### config.mk
export PLATFORM = sky130hd
export DESIGN_NAME = laser_aircraft_cone_check_flat
export DESIGN_NICKNAME = d
export VERILOG_FILES = /design/src/rtl/core/lacc_pkg.sv /design/src/rtl/core/lacc_if.sv /design/src/rtl/core/lacc_mul.sv /design/src/rtl/core/lacc_apb.sv /design/src/rtl/core/lacc_core.sv /design/src/rtl/core/laser_aircraft_cone_check.sv /design/src/flat_wrapper.sv
export SDC_FILE = /design/constraint.sdc
export NUM_CORES = 2
export LEC_CHECK = 0
export BUFFER_PORTS_ARGS = -buffer_cell sky130_fd_sc_hd__buf_4
export CAP_MARGIN = 30
export CORE_MARGIN = 2
export CORE_UTILIZATION = 42
export DETAILED_ROUTE_END_ITERATION = 12
export PLACE_DENSITY = 0.65
export SKIP_LAST_GASP = 1
export SYNTH_ARGS = -nofsm -noshare
export SYNTH_HDL_FRONTEND = slang
export SYNTH_HIERARCHICAL = 1
export SYNTH_SLANG_ARGS = --single-unit
### constraint.sdc
create_clock -name clk -period 18.1 [get_ports clk]
set_input_delay 2.715 -clock clk [delete_from_list [all_inputs] [get_ports clk]]
set_output_delay 2.715 -clock clk [all_outputs]
set_load 0.005 [all_outputs]
### src/rtl/core/lacc_pkg.sv
`timescale 1ns / 1ps

package lacc_pkg;

  // Field and arithmetic widths
  localparam int FIELD_W        = 16;  // angle fields, 2^16 per turn
  localparam int ANGLE_BITS_DEF = 16;  // internal angle resolution per turn
  localparam int Q_BITS         = 30;  // fraction bits of the trig values
  localparam int MAG_W          = Q_BITS + 1;  // magnitude up to 1.0 in Q30
  localparam int SEP_W          = 18;  // signed Q1.16 result
  localparam int SEP_FRAC       = 16;
  localparam int ROUND_SHIFT    = Q_BITS - SEP_FRAC;
  localparam int SUM_W          = MAG_W + 2;  // signed sum of two Q30 terms

  // Digit-serial multiplier: operand B consumed one digit per cycle
  localparam int MUL_OP_W    = 32;
  localparam int MUL_DIGIT_W = 8;
  localparam int MUL_DIGITS  = MUL_OP_W / MUL_DIGIT_W;
  localparam int ACC_W       = MAG_W + (MUL_OP_W - Q_BITS);

  // Sequencer
  localparam int N_ANGLES   = 5;  // sin el_l, sin el_a, cos el_l, cos el_a, cos daz
  localparam int IDX_W      = $clog2(N_ANGLES);
  localparam int K_W        = 3;
  localparam int POLY_TOP   = 5;  // highest Horner coefficient

  // Configuration port
  localparam int APB_DATA_W = 32;
  localparam int PADDR_W    = 3;
  localparam logic REG_COS_LIMIT = 1'b0;
  localparam logic signed [SEP_W-1:0] COS_LIMIT_RST = 18'sd65536;
  localparam logic signed [SEP_W-1:0] SEP_ONE       = 18'sd65536;

  typedef enum logic [2:0] {
    ST_IDLE,
    ST_ANGLE,
    ST_ISSUE,
    ST_WAIT,
    ST_ROUND,
    ST_FINAL
  } lacc_state_t;

  typedef enum logic [2:0] {
    STEP_SQUARE,
    STEP_HORNER,
    STEP_PROD_S,
    STEP_PROD_C,
    STEP_PROD_CC
  } lacc_step_t;

  typedef struct packed {
    logic             start;
    logic [MAG_W-1:0] a;
    logic [MAG_W-1:0] b;
  } lacc_mul_req_t;

  typedef struct packed {
    logic             done;
    logic [MAG_W-1:0] prod;
  } lacc_mul_rsp_t;

  // Q30 coefficients of cos over the first quadrant, Horner on t^2
  function automatic logic [MAG_W-1:0] cos_coef(input logic [K_W-1:0] k);
    logic [MAG_W-1:0] c;
    unique case (k)
      3'd0:    c = 31'd1073741824;
      3'd1:    c = 31'd1324675879;
      3'd2:    c = 31'd272375560;
      3'd3:    c = 31'd22401992;
      3'd4:    c = 31'd987048;
      3'd5:    c = 31'd27061;
      default: c = '0;
    endcase
    return c;
  endfunction

endpackage

### src/rtl/core/lacc_if.sv
`timescale 1ns / 1ps

// Input channel: one aircraft per transfer
interface lacc_in_if;
  logic               valid;
  logic               ready;
  logic        [15:0] laser_az;
  logic signed [15:0] laser_el;
  logic        [15:0] aircraft_az;
  logic signed [15:0] aircraft_el;
  logic               first_of_scan;
  logic               last_of_scan;

  modport source (
    output valid, laser_az, laser_el, aircraft_az, aircraft_el, first_of_scan, last_of_scan,
    input  ready
  );
  modport sink (
    input  valid, laser_az, laser_el, aircraft_az, aircraft_el, first_of_scan, last_of_scan,
    output ready
  );
endinterface

// Output channel: one result per transfer
interface lacc_out_if;
  logic               valid;
  logic               ready;
  logic signed [17:0] separation_cos;
  logic               aircraft_danger;
  logic               scan_danger;
  logic               scan_done;

  modport source (
    output valid, separation_cos, aircraft_danger, scan_danger, scan_done,
    input  ready
  );
  modport sink (
    input  valid, separation_cos, aircraft_danger, scan_danger, scan_done,
    output ready
  );
endinterface

### src/rtl/core/lacc_mul.sv
`timescale 1ns / 1ps

// Digit-serial Q30 multiplier: prod = floor(a * b / 2^30).
// A is pre-scaled by the surplus of the operand width over Q30, B is
// consumed LSB digit first and the accumulator shifts right each digit,
// so the low bits drop out exactly as a floor.
module lacc_mul
  import lacc_pkg::*;
(
  input  logic          clk,
  input  logic          rst,
  input  lacc_mul_req_t req,
  output lacc_mul_rsp_t rsp
);

  localparam int PART_W = ACC_W + MUL_DIGIT_W;
  localparam int CNT_W  = $clog2(MUL_DIGITS);

  logic [ACC_W-1:0]    a_sh;
  logic [MUL_OP_W-1:0] b_sr;
  logic [ACC_W-1:0]    acc;
  logic [CNT_W-1:0]    cnt;
  logic                busy;
  logic                done;
  logic [PART_W-1:0]   part;
  logic [PART_W-1:0]   sum;

  // one digit of partial product per cycle
  always_comb begin
    part = PART_W'(a_sh) * PART_W'(b_sr[MUL_DIGIT_W-1:0]);
    sum  = PART_W'(acc) + part;
  end

  // control
  always_ff @(posedge clk) begin
    if (rst) begin
      busy <= 1'b0;
      done <= 1'b0;
      cnt  <= '0;
    end else begin
      done <= 1'b0;
      if (req.start) begin
        busy <= 1'b1;
        cnt  <= '0;
      end else if (busy) begin
        cnt <= cnt + CNT_W'(1);
        if (cnt == CNT_W'(MUL_DIGITS - 1)) begin
          busy <= 1'b0;
          done <= 1'b1;
        end
      end
    end
  end

  // operand and accumulator shift registers
  always_ff @(posedge clk) begin
    if (req.start) begin
      a_sh <= {req.a, {(MUL_OP_W - Q_BITS){1'b0}}};
      b_sr <= MUL_OP_W'(req.b);
      acc  <= '0;
    end else if (busy) begin
      acc  <= sum[PART_W-1:MUL_DIGIT_W];
      b_sr <= b_sr >> MUL_DIGIT_W;
    end
  end

  assign rsp.done = done;
  assign rsp.prod = acc[MAG_W-1:0];

endmodule

### src/rtl/core/lacc_apb.sv
`timescale 1ns / 1ps

// Configuration registers: cos_limit only
module lacc_apb
  import lacc_pkg::*;
(
  input  logic                          clk,
  input  logic                          rst,
  input  logic                          psel,
  input  logic                          penable,
  input  logic                          pwrite,
  input  logic [PADDR_W-1:0]            paddr,
  input  logic [APB_DATA_W-1:0]         pwdata,
  output logic [APB_DATA_W-1:0]         prdata,
  output logic                          pready,
  output logic signed [SEP_W-1:0]       cos_limit
);

  logic wr_en;
  logic reg_idx;

  assign pready  = 1'b1;
  assign reg_idx = paddr[PADDR_W-1];
  assign wr_en   = psel && penable && pwrite;

  // register write
  always_ff @(posedge clk) begin
    if (rst) begin
      cos_limit <= COS_LIMIT_RST;
    end else if (wr_en && (reg_idx == REG_COS_LIMIT)) begin
      cos_limit <= pwdata[SEP_W-1:0];
    end
  end

  // read back, sign-extended
  always_comb begin
    prdata = '0;
    if (reg_idx == REG_COS_LIMIT) begin
      prdata = APB_DATA_W'(cos_limit);
    end
  end

endmodule

### src/rtl/core/lacc_core.sv
`timescale 1ns / 1ps

// Sequencer: five trig evaluations by Horner on the shared multiplier,
// three signed products, rounding, threshold and the sticky scan flag.
module lacc_core
  import lacc_pkg::*;
#(
  parameter int ANGLE_BITS = ANGLE_BITS_DEF
) (
  input  logic                    clk,
  input  logic                    rst,
  lacc_in_if.sink                 in_ch,
  lacc_out_if.source              out_ch,
  input  logic signed [SEP_W-1:0] cos_limit
);

  localparam int T_PAD = MAG_W - (ANGLE_BITS - 1);
  localparam logic [ANGLE_BITS-1:0] QTURN   = {2'b01, {(ANGLE_BITS - 2){1'b0}}};
  localparam logic [ANGLE_BITS-2:0] QUARTER = {1'b1, {(ANGLE_BITS - 2){1'b0}}};
  localparam logic signed [SUM_W-1:0] RND   = SUM_W'(1) <<< (ROUND_SHIFT - 1);
  localparam int SH_W = SUM_W - ROUND_SHIFT;
  localparam logic signed [SH_W-1:0] SAT_HI = SH_W'(SEP_ONE);
  localparam logic signed [SH_W-1:0] SAT_LO = -SH_W'(SEP_ONE);

  function automatic logic [ANGLE_BITS-1:0] to_angle(input logic [FIELD_W-1:0] v);
    logic [ANGLE_BITS+FIELD_W-1:0] w;
    w = {v, {ANGLE_BITS{1'b0}}};
    return w[ANGLE_BITS+FIELD_W-1:FIELD_W];
  endfunction

  lacc_state_t state, state_next;
  lacc_step_t  step, step_next;
  logic [IDX_W-1:0] idx, idx_next;
  logic [K_W-1:0]   k, k_next;
  logic             danger_seen, danger_seen_next;
  logic             out_valid, out_valid_next;

  logic [ANGLE_BITS-1:0] ang [N_ANGLES];
  logic [MAG_W-1:0]      res_mag [N_ANGLES];
  logic                  res_neg [N_ANGLES];
  logic [MAG_W-1:0]      op_a, op_b, u;
  logic                  qneg;
  logic [MAG_W-1:0]      s_mag, c_mag;
  logic                  s_neg, c_neg;
  logic signed [SEP_W-1:0] sep;
  logic                  first_q, last_q;
  logic signed [SEP_W-1:0] out_sep;
  logic                  out_ad, out_sd, out_done;

  lacc_mul_req_t mul_req;
  lacc_mul_rsp_t mul_rsp;

  logic [ANGLE_BITS-1:0] la_lel, la_ael, la_laz, la_aaz;
  logic [1:0]            quad;
  logic [ANGLE_BITS-2:0] arg;
  logic [MAG_W-1:0]      t_arg;
  logic [MAG_W-1:0]      coef_k, p_new;
  logic                  in_xfer, out_load, aircraft_hit;
  logic signed [SUM_W-1:0] s_val, c_val, sum;
  logic signed [SH_W-1:0]  shifted;
  logic signed [SEP_W-1:0] sep_sat;

  lacc_mul u_mul (
    .clk (clk),
    .rst (rst),
    .req (mul_req),
    .rsp (mul_rsp)
  );

  // input angles rescaled to the internal resolution
  always_comb begin
    la_laz = to_angle(in_ch.laser_az);
    la_lel = to_angle(in_ch.laser_el);
    la_aaz = to_angle(in_ch.aircraft_az);
    la_ael = to_angle(in_ch.aircraft_el);
  end

  // quadrant reduction of the head angle to t in Q30
  always_comb begin
    quad  = ang[0][ANGLE_BITS-1:ANGLE_BITS-2];
    arg   = {1'b0, ang[0][ANGLE_BITS-3:0]};
    if (quad[0]) begin
      arg = QUARTER - arg;
    end
    t_arg = {arg, {T_PAD{1'b0}}};
  end

  // Horner step, floored at zero
  always_comb begin
    coef_k = cos_coef(k);
    p_new  = (coef_k > mul_rsp.prod) ? coef_k - mul_rsp.prod : '0;
  end

  // final sum, rounding to Q1.16 and saturation
  always_comb begin
    s_val   = s_neg ? -$signed(SUM_W'(s_mag)) : $signed(SUM_W'(s_mag));
    c_val   = c_neg ? -$signed(SUM_W'(c_mag)) : $signed(SUM_W'(c_mag));
    sum     = s_val + c_val + RND;
    shifted = sum[SUM_W-1:ROUND_SHIFT];
    if (shifted > SAT_HI) begin
      sep_sat = SEP_ONE;
    end else if (shifted < SAT_LO) begin
      sep_sat = -SEP_ONE;
    end else begin
      sep_sat = shifted[SEP_W-1:0];
    end
  end

  assign in_xfer      = in_ch.valid && in_ch.ready;
  assign aircraft_hit = sep > cos_limit;

  // next state and outputs
  always_comb begin
    state_next       = state;
    step_next        = step;
    idx_next         = idx;
    k_next           = k;
    danger_seen_next = danger_seen;
    out_load         = 1'b0;
    in_ch.ready      = 1'b0;
    mul_req          = '{start: 1'b0, a: op_a, b: op_b};

    unique case (state)
      ST_IDLE: begin
        in_ch.ready = 1'b1;
        if (in_ch.valid) begin
          idx_next   = '0;
          state_next = ST_ANGLE;
        end
      end
      ST_ANGLE: begin
        mul_req    = '{start: 1'b1, a: t_arg, b: t_arg};
        step_next  = STEP_SQUARE;
        state_next = ST_WAIT;
      end
      ST_ISSUE: begin
        mul_req.start = 1'b1;
        state_next    = ST_WAIT;
      end
      ST_WAIT: begin
        if (mul_rsp.done) begin
          unique case (step)
            STEP_SQUARE: begin
              k_next     = K_W'(POLY_TOP - 1);
              step_next  = STEP_HORNER;
              state_next = ST_ISSUE;
            end
            STEP_HORNER: begin
              if (k != '0) begin
                k_next     = k - K_W'(1);
                state_next = ST_ISSUE;
              end else if (idx == IDX_W'(N_ANGLES - 1)) begin
                step_next  = STEP_PROD_S;
                state_next = ST_ISSUE;
              end else begin
                idx_next   = idx + IDX_W'(1);
                state_next = ST_ANGLE;
              end
            end
            STEP_PROD_S: begin
              step_next  = STEP_PROD_C;
              state_next = ST_ISSUE;
            end
            STEP_PROD_C: begin
              step_next  = STEP_PROD_CC;
              state_next = ST_ISSUE;
            end
            STEP_PROD_CC: begin
              state_next = ST_ROUND;
            end
            default: begin
              state_next = ST_IDLE;
            end
          endcase
        end
      end
      ST_ROUND: begin
        state_next = ST_FINAL;
      end
      ST_FINAL: begin
        if (!out_valid || out_ch.ready) begin
          out_load         = 1'b1;
          danger_seen_next = (danger_seen && !first_q) || aircraft_hit;
          state_next       = ST_IDLE;
        end
      end
      default: begin
        state_next = ST_IDLE;
      end
    endcase

    if (out_load) begin
      out_valid_next = 1'b1;
    end else if (out_ch.ready) begin
      out_valid_next = 1'b0;
    end else begin
      out_valid_next = out_valid;
    end
  end

  // control registers
  always_ff @(posedge clk) begin
    if (rst) begin
      state       <= ST_IDLE;
      step        <= STEP_SQUARE;
      idx         <= '0;
      k           <= '0;
      danger_seen <= 1'b0;
      out_valid   <= 1'b0;
    end else begin
      state       <= state_next;
      step        <= step_next;
      idx         <= idx_next;
      k           <= k_next;
      danger_seen <= danger_seen_next;
      out_valid   <= out_valid_next;
    end
  end

  // datapath registers
  always_ff @(posedge clk) begin
    if (in_xfer) begin
      ang[0]  <= la_lel - QTURN;
      ang[1]  <= la_ael - QTURN;
      ang[2]  <= la_lel;
      ang[3]  <= la_ael;
      ang[4]  <= la_laz - la_aaz;
      first_q <= in_ch.first_of_scan;
      last_q  <= in_ch.last_of_scan;
    end

    if (state == ST_ANGLE) begin
      qneg <= quad[0] ^ quad[1];
    end

    if ((state == ST_WAIT) && mul_rsp.done) begin
      case (step)
        STEP_SQUARE: begin
          u    <= mul_rsp.prod;
          op_a <= mul_rsp.prod;
          op_b <= cos_coef(K_W'(POLY_TOP));
        end
        STEP_HORNER: begin
          if (k != '0) begin
            op_a <= u;
            op_b <= p_new;
          end else begin
            // finished value shifts into the result line, next angle to the head
            for (int i = 0; i < N_ANGLES - 1; i++) begin
              res_mag[i] <= res_mag[i+1];
              res_neg[i] <= res_neg[i+1];
              ang[i]     <= ang[i+1];
            end
            res_mag[N_ANGLES-1] <= p_new;
            res_neg[N_ANGLES-1] <= qneg;
            op_a <= res_mag[1];
            op_b <= res_mag[2];
          end
        end
        STEP_PROD_S: begin
          s_mag <= mul_rsp.prod;
          s_neg <= res_neg[0] ^ res_neg[1];
          op_a  <= res_mag[2];
          op_b  <= res_mag[3];
        end
        STEP_PROD_C: begin
          c_neg <= res_neg[2] ^ res_neg[3];
          op_a  <= mul_rsp.prod;
          op_b  <= res_mag[4];
        end
        STEP_PROD_CC: begin
          c_mag <= mul_rsp.prod;
          c_neg <= c_neg ^ res_neg[4];
        end
        default: begin
        end
      endcase
    end

    if (state == ST_ROUND) begin
      sep <= sep_sat;
    end

    if (out_load) begin
      out_sep  <= sep;
      out_ad   <= aircraft_hit;
      out_sd   <= danger_seen_next;
      out_done <= last_q;
    end
  end

  assign out_ch.valid           = out_valid;
  assign out_ch.separation_cos  = out_sep;
  assign out_ch.aircraft_danger = out_ad;
  assign out_ch.scan_danger     = out_sd;
  assign out_ch.scan_done       = out_done;

endmodule

### src/rtl/core/laser_aircraft_cone_check.sv
`timescale 1ns / 1ps

// Laser to aircraft cone check. Each input transfer carries the laser and
// aircraft azimuth/elevation as binary fractions of a turn; one result
// transfer follows with the separation cosine (signed Q1.16, saturated to
// +-1.0), a flag set when it is strictly above cos_limit, the sticky
// per-scan danger flag (cleared by first_of_scan) and a copy of
// last_of_scan. cos_limit sits at byte address 0 of the APB port and resets
// to +1.0, so nothing is flagged until it is written. Items are handled one
// at a time: ready drops after an input transfer and returns only once the
// result has been loaded, which waits until the output register is free.
// Each item runs 33 multiplications (five degree-10 cosine polynomials plus
// three products) on the single shared 33x8-bit digit-serial multiplier,
// then rounding and the loading of the result. A finished result waits in
// its output register while the next item is taken.
module laser_aircraft_cone_check
  import lacc_pkg::*;
#(
  parameter int ANGLE_BITS = ANGLE_BITS_DEF
) (
  input  logic                  clk,
  input  logic                  rst,
  lacc_in_if.sink               in_ch,
  lacc_out_if.source            out_ch,
  input  logic                  psel,
  input  logic                  penable,
  input  logic                  pwrite,
  input  logic [PADDR_W-1:0]    paddr,
  input  logic [APB_DATA_W-1:0] pwdata,
  output logic [APB_DATA_W-1:0] prdata,
  output logic                  pready
);

  logic signed [SEP_W-1:0] cos_limit;

  lacc_apb u_apb (
    .clk       (clk),
    .rst       (rst),
    .psel      (psel),
    .penable   (penable),
    .pwrite    (pwrite),
    .paddr     (paddr),
    .pwdata    (pwdata),
    .prdata    (prdata),
    .pready    (pready),
    .cos_limit (cos_limit)
  );

  lacc_core #(
    .ANGLE_BITS (ANGLE_BITS)
  ) u_core (
    .clk       (clk),
    .rst       (rst),
    .in_ch     (in_ch),
    .out_ch    (out_ch),
    .cos_limit (cos_limit)
  );

  // one item in flight: ready drops straight after an input transfer
  a_one_in_flight: assert property (@(posedge clk) disable iff (rst)
    (in_ch.valid && in_ch.ready) |=> !in_ch.ready)
    else $error("input taken while an item is in progress");

  // a new result only appears as the sequencer returns to idle
  a_result_at_idle: assert property (@(posedge clk) disable iff (rst)
    $rose(out_ch.valid) |-> in_ch.ready)
    else $error("result raised outside the end of an item");

  // a flagged aircraft always shows in the scan flag
  a_sticky_flag: assert property (@(posedge clk) disable iff (rst)
    (out_ch.valid && out_ch.aircraft_danger) |-> out_ch.scan_danger)
    else $error("aircraft flagged without scan danger");

  // saturation keeps the cosine within +-1.0
  a_sat_range: assert property (@(posedge clk) disable iff (rst)
    out_ch.valid |-> ((out_ch.separation_cos <= SEP_ONE) &&
                      (out_ch.separation_cos >= -SEP_ONE)))
    else $error("separation cosine beyond +-1.0");

endmodule

### src/flat_wrapper.sv
// flat-port wrapper written by rule: the top's interface ports become plain ports
module laser_aircraft_cone_check_flat import lacc_pkg::*;
#(
  parameter int ANGLE_BITS = ANGLE_BITS_DEF
)
  (clk, rst, psel, penable, pwrite, paddr, pwdata, prdata, pready, in_ch_valid, in_ch_laser_az, in_ch_laser_el, in_ch_aircraft_az, in_ch_aircraft_el, in_ch_first_of_scan, in_ch_last_of_scan, in_ch_ready, out_ch_valid, out_ch_separation_cos, out_ch_aircraft_danger, out_ch_scan_danger, out_ch_scan_done, out_ch_ready);
  lacc_in_if in_ch_i ();
  lacc_out_if out_ch_i ();
  input  logic clk;
  input  logic rst;
  input  logic psel;
  input  logic penable;
  input  logic pwrite;
  input  logic [PADDR_W-1:0] paddr;
  input  logic [APB_DATA_W-1:0] pwdata;
  output logic [APB_DATA_W-1:0] prdata;
  output logic pready;
  input wire logic [$bits(in_ch_i.valid)-1:0] in_ch_valid;
  input wire logic [$bits(in_ch_i.laser_az)-1:0] in_ch_laser_az;
  input wire logic [$bits(in_ch_i.laser_el)-1:0] in_ch_laser_el;
  input wire logic [$bits(in_ch_i.aircraft_az)-1:0] in_ch_aircraft_az;
  input wire logic [$bits(in_ch_i.aircraft_el)-1:0] in_ch_aircraft_el;
  input wire logic [$bits(in_ch_i.first_of_scan)-1:0] in_ch_first_of_scan;
  input wire logic [$bits(in_ch_i.last_of_scan)-1:0] in_ch_last_of_scan;
  output wire logic [$bits(in_ch_i.ready)-1:0] in_ch_ready;
  output wire logic [$bits(out_ch_i.valid)-1:0] out_ch_valid;
  output wire logic [$bits(out_ch_i.separation_cos)-1:0] out_ch_separation_cos;
  output wire logic [$bits(out_ch_i.aircraft_danger)-1:0] out_ch_aircraft_danger;
  output wire logic [$bits(out_ch_i.scan_danger)-1:0] out_ch_scan_danger;
  output wire logic [$bits(out_ch_i.scan_done)-1:0] out_ch_scan_done;
  input wire logic [$bits(out_ch_i.ready)-1:0] out_ch_ready;
  assign in_ch_i.valid = in_ch_valid;
  assign in_ch_i.laser_az = in_ch_laser_az;
  assign in_ch_i.laser_el = in_ch_laser_el;
  assign in_ch_i.aircraft_az = in_ch_aircraft_az;
  assign in_ch_i.aircraft_el = in_ch_aircraft_el;
  assign in_ch_i.first_of_scan = in_ch_first_of_scan;
  assign in_ch_i.last_of_scan = in_ch_last_of_scan;
  assign in_ch_ready = in_ch_i.ready;
  assign out_ch_valid = out_ch_i.valid;
  assign out_ch_separation_cos = out_ch_i.separation_cos;
  assign out_ch_aircraft_danger = out_ch_i.aircraft_danger;
  assign out_ch_scan_danger = out_ch_i.scan_danger;
  assign out_ch_scan_done = out_ch_i.scan_done;
  assign out_ch_i.ready = out_ch_ready;
  laser_aircraft_cone_check #(.ANGLE_BITS(ANGLE_BITS)) u_core (.clk(clk), .rst(rst), .in_ch(in_ch_i), .out_ch(out_ch_i), .psel(psel), .penable(penable), .pwrite(pwrite), .paddr(paddr), .pwdata(pwdata), .prdata(prdata), .pready(pready));
endmodule
==> impl_metrics.json <==
{
  "seq_area_frac_synth_pct": 41.3,
  "worstSetupEndpointType": "flip-flop",
  "io_pins": 164,
  "violations": "DRC",
  "synth_nets": 4132,
  "worstSetupPathType": "reg2reg",
  "grt_overflow": 0,
  "crit_slowest_cell": "edfxtp_1",
  "cts_tree": "yes",
  "grtUsageTotal_pct": 20.4,
  "hpwl_um": 68400,
  "vias_per_cell": 5.47,
  "wire_per_inst_um": 19.1,
  "cap_violations": 0,
  "final.fill_count": 8077,
  "die_h_um": 303,
  "rsz0062_at_grt": "false",
  "htree_levels": 2,
  "clock-sinks": 539,
  "grt_max_degree": 111,
  "syn_area_sq_um": 37500,
  "ys_warn_count": 6,
  "status": "complete, but fails checks",
  "min_from": "u_core/u_core/last_q",
  "fp.dieW_um": 303,
  "final_antenna_net_count": 0,
  "io_buffers": 146,
  "worst_slew_pin_slew_ns": 1.02,
  "startpoint_type": "flip-flop",
  "min_path_type": "reg2reg",
  "cts_hold_buffers": 0,
  "core-area_sq_um": 88500,
  "synth.avg_cell_area_sq_um": 10.4,
  "antenna_found_initial": 3,
  "r2r-start": "u_core/u_core/u_mul/b_sr[4]",
  "area_growth_pct": 11.2,
  "critical_path.max_fanout": 21,
  "die_area_sq_um": 91700,
  "place.gp.congestion": 0.916,
  "final-max-slew-violation-count": 0,
  "worst_slack_ns": 9.92,
  "ctsResizeCount": 0,
  "ys.flop_type": "edfxtp_1",
  "slowest_delay_ns": 0.72,
  "crit_top_cell": "fa_1",
  "critical_path_arrival_ns": 8.74,
  "vias": 26800,
  "clk_latency_ns": 0.67,
  "yosys_register_bits": 539,
  "grt_pass1_wl_um": 148000,
  "row_count": 109,
  "skew_ns": 0.0815,
  "synth_cell_types": 102,
  "layout.nets": 4195,
  "drc": 14,
  "ctsLongestPathBuffers": 3,
  "finalSetupViolCount": 0,
  "finalCriticalPeriod_ns": 8.18,
  "drive_gt1_share_pct": 10.4,
  "slew_headroom_pct": 31.8,
  "period_share_pct": 45.2,
  "fin_setup_tns_ns": 0,
  "syn_inst": 3620,
  "root_buffer": "clkbuf_16",
  "drt_first_iter_violations": 2108,
  "finalHoldViolations": 0,
  "dp_slack_ns": 9.96,
  "cp-startpoint": "u_core/u_core/u_mul/b_sr[4]",
  "max_freq_mhz": 122,
  "synth_edf_count": 470,
  "firstDrtPassIters": 10,
  "drt_wl_total_um": 93800,
  "grt_pass1_vias": 26100,
  "post_cts_buffers": 0,
  "path_clk_slew_ns": 0.06,
  "critPathRequiredTime_ns": 18.67,
  "cts_made_buffers": 60,
  "synthArstFlopShare_pct": 0,
  "initial_core_util_pct": 42.4
}
==> final cells by class <==
class                           instances  area, sq um  area share, %
Multi-Input combinational cell       2568        19900           47.7
Sequential cell                       539        15500           37.2
Clock buffer                           84         1620           3.89
Timing Repair Buffer                  193         1600           3.83
Tap cell                             1165         1460           3.50
Inverter                              321         1210           2.90
Clock inverter                         30          407          0.975
Antenna cell                            1         2.50        0.00600
==> worst max-delay path, delay by kind of cell (launching register included) <==
family,cells,cell delay [ns]
AND/OR/NAND/NOR,7,1.51
flip-flops,1,0.72
XOR/XNOR,1,0.23
buffers and inverters,3,0.46
AO/OA/AOI/OAI,12,2.52
adder cells (fa/ha/maj),6,2.61
==> flip-flops by register name, summed over array words and instances, names as in the netlist, 2 cells and up <==
| register | count |
|---|---|
| u_core/u_core/u_mul/b_sr | 31 |
| u_core/u_core/state | 3 |
| u_core/u_core/u_mul/a_sh | 31 |
| u_core/u_core/idx | 3 |
| u_core/u_core/u_mul/cnt | 2 |
| u_core/u_core/c_mag | 31 |
| u_core/u_core/out_ch.separation_cos | 18 |
| u_core/u_core/sep | 18 |
| u_core/u_core/res_neg | 5 |
| u_core/u_core/u | 31 |
| u_core/u_core/op_a | 31 |
| u_core/u_core/k | 3 |
| u_core/u_core/op_b | 31 |
| u_core/u_core/s_mag | 31 |
| u_core/u_apb/cos_limit | 18 |
| u_core/u_core/step | 3 |
| u_core/u_core/u_mul/acc | 33 |
| u_core/u_core/ang | 80 |
| u_core/u_core/res_mag | 124 |
==> per-stage QoR <==
step	instance area, sq um	hold WS [ns]	instances	utilization [%]
6_report	41700	0.429	4901	47.1
5_1_grt	41700	0.439	4900	47.1
4_1_cts	41600	0.426	4898	47.1
3_5_place_dp	39600	0.410	4784	44.8
3_3_place_gp	39500	0.404	4778	44.6
2_1_floorplan	37500	0.400	3620	-
==> logic make-up (layout without fill, tap and decap cells) <==
kind of cell	count (synthesis)	count (layout)	share of synthesized area (%)
xor gates and xnor gates	182	182	4.27
adders and majority gates	404	404	17.0
DFF	539	539	41.3
buffers and inverters	513	628	5.77
AOI/OAI and AO/OA	679	679	12.6
other	1	2	0.0100
and+or+nand+nor	1174	1174	15.6
muxes	128	128	3.53
==> metal layers <==
metal / GRT usage [%] / up-vias / share of wire, %
li1: - / 12800 / -
met1: 27.2 / 13200 / 44
met2: 35.7 / 652 / 50
met3: 1.88 / 113 / 4.3
met4: 5.32 / 0 / 2.3
met5: 0 / - / 0
==> cell usage after synthesis, types with 13 or more instances <==
cell	count	area, sq um
a211oi_1	26	195
a21o_1	53	398
a21oi_1	141	706
a222oi_1	22	220
a311oi_1	18	158
and2_1	225	1410
and3_1	22	138
buf_4	48	360
clkbuf_1	123	462
dfxtp_1	69	1380
edfxtp_1	470	14100
fa_1	176	3520
ha_1	228	2850
inv_1	318	1190
mux2_2	23	259
mux2i_1	104	1040
nand2_1	440	1650
nand2b_1	66	413
nand3_1	43	215
nand4_1	31	194
nor2_1	180	676
nor2b_1	29	181
nor3_1	36	180
o211ai_1	15	113
o21a_1	46	345
o21ai_0	136	681
o21bai_1	13	97.6
o221ai_1	35	307
o31ai_1	50	375
or2_2	13	81.3
or3_1	19	119
or4_1	13	97.6
xnor2_1	126	1100
xor2_1	55	482
==> cell usage in the layout (no fill, tap or decap), drive strengths merged, types with 69 or more instances in the layout <==
cell,Yosys,routed
ha,228,228
nand2,442,442
fa,176,176
and2,228,228
dfxtp,69,69
nor2,180,180
a21oi,144,144
xnor2,127,127
edfxtp,470,470
o21ai,144,144
inv,320,327
clkbuf,123,84
buf,69,193
mux2i,105,105
==> path summary, 6_finish.rpt <==
kind                                    end  slack [ns]  cells past startpoint
max             u_core/u_core/u_mul/acc[32]        9.92                     29
min          u_core/u_core/out_ch.scan_done        0.43                      0
max reg2reg     u_core/u_core/u_mul/acc[32]        9.92                     29
min reg2reg  u_core/u_core/out_ch.scan_done        0.43                      0
Power is not shown: default switching activity piles up to over one toggle a cycle in this logic, so the estimate is an artifact.
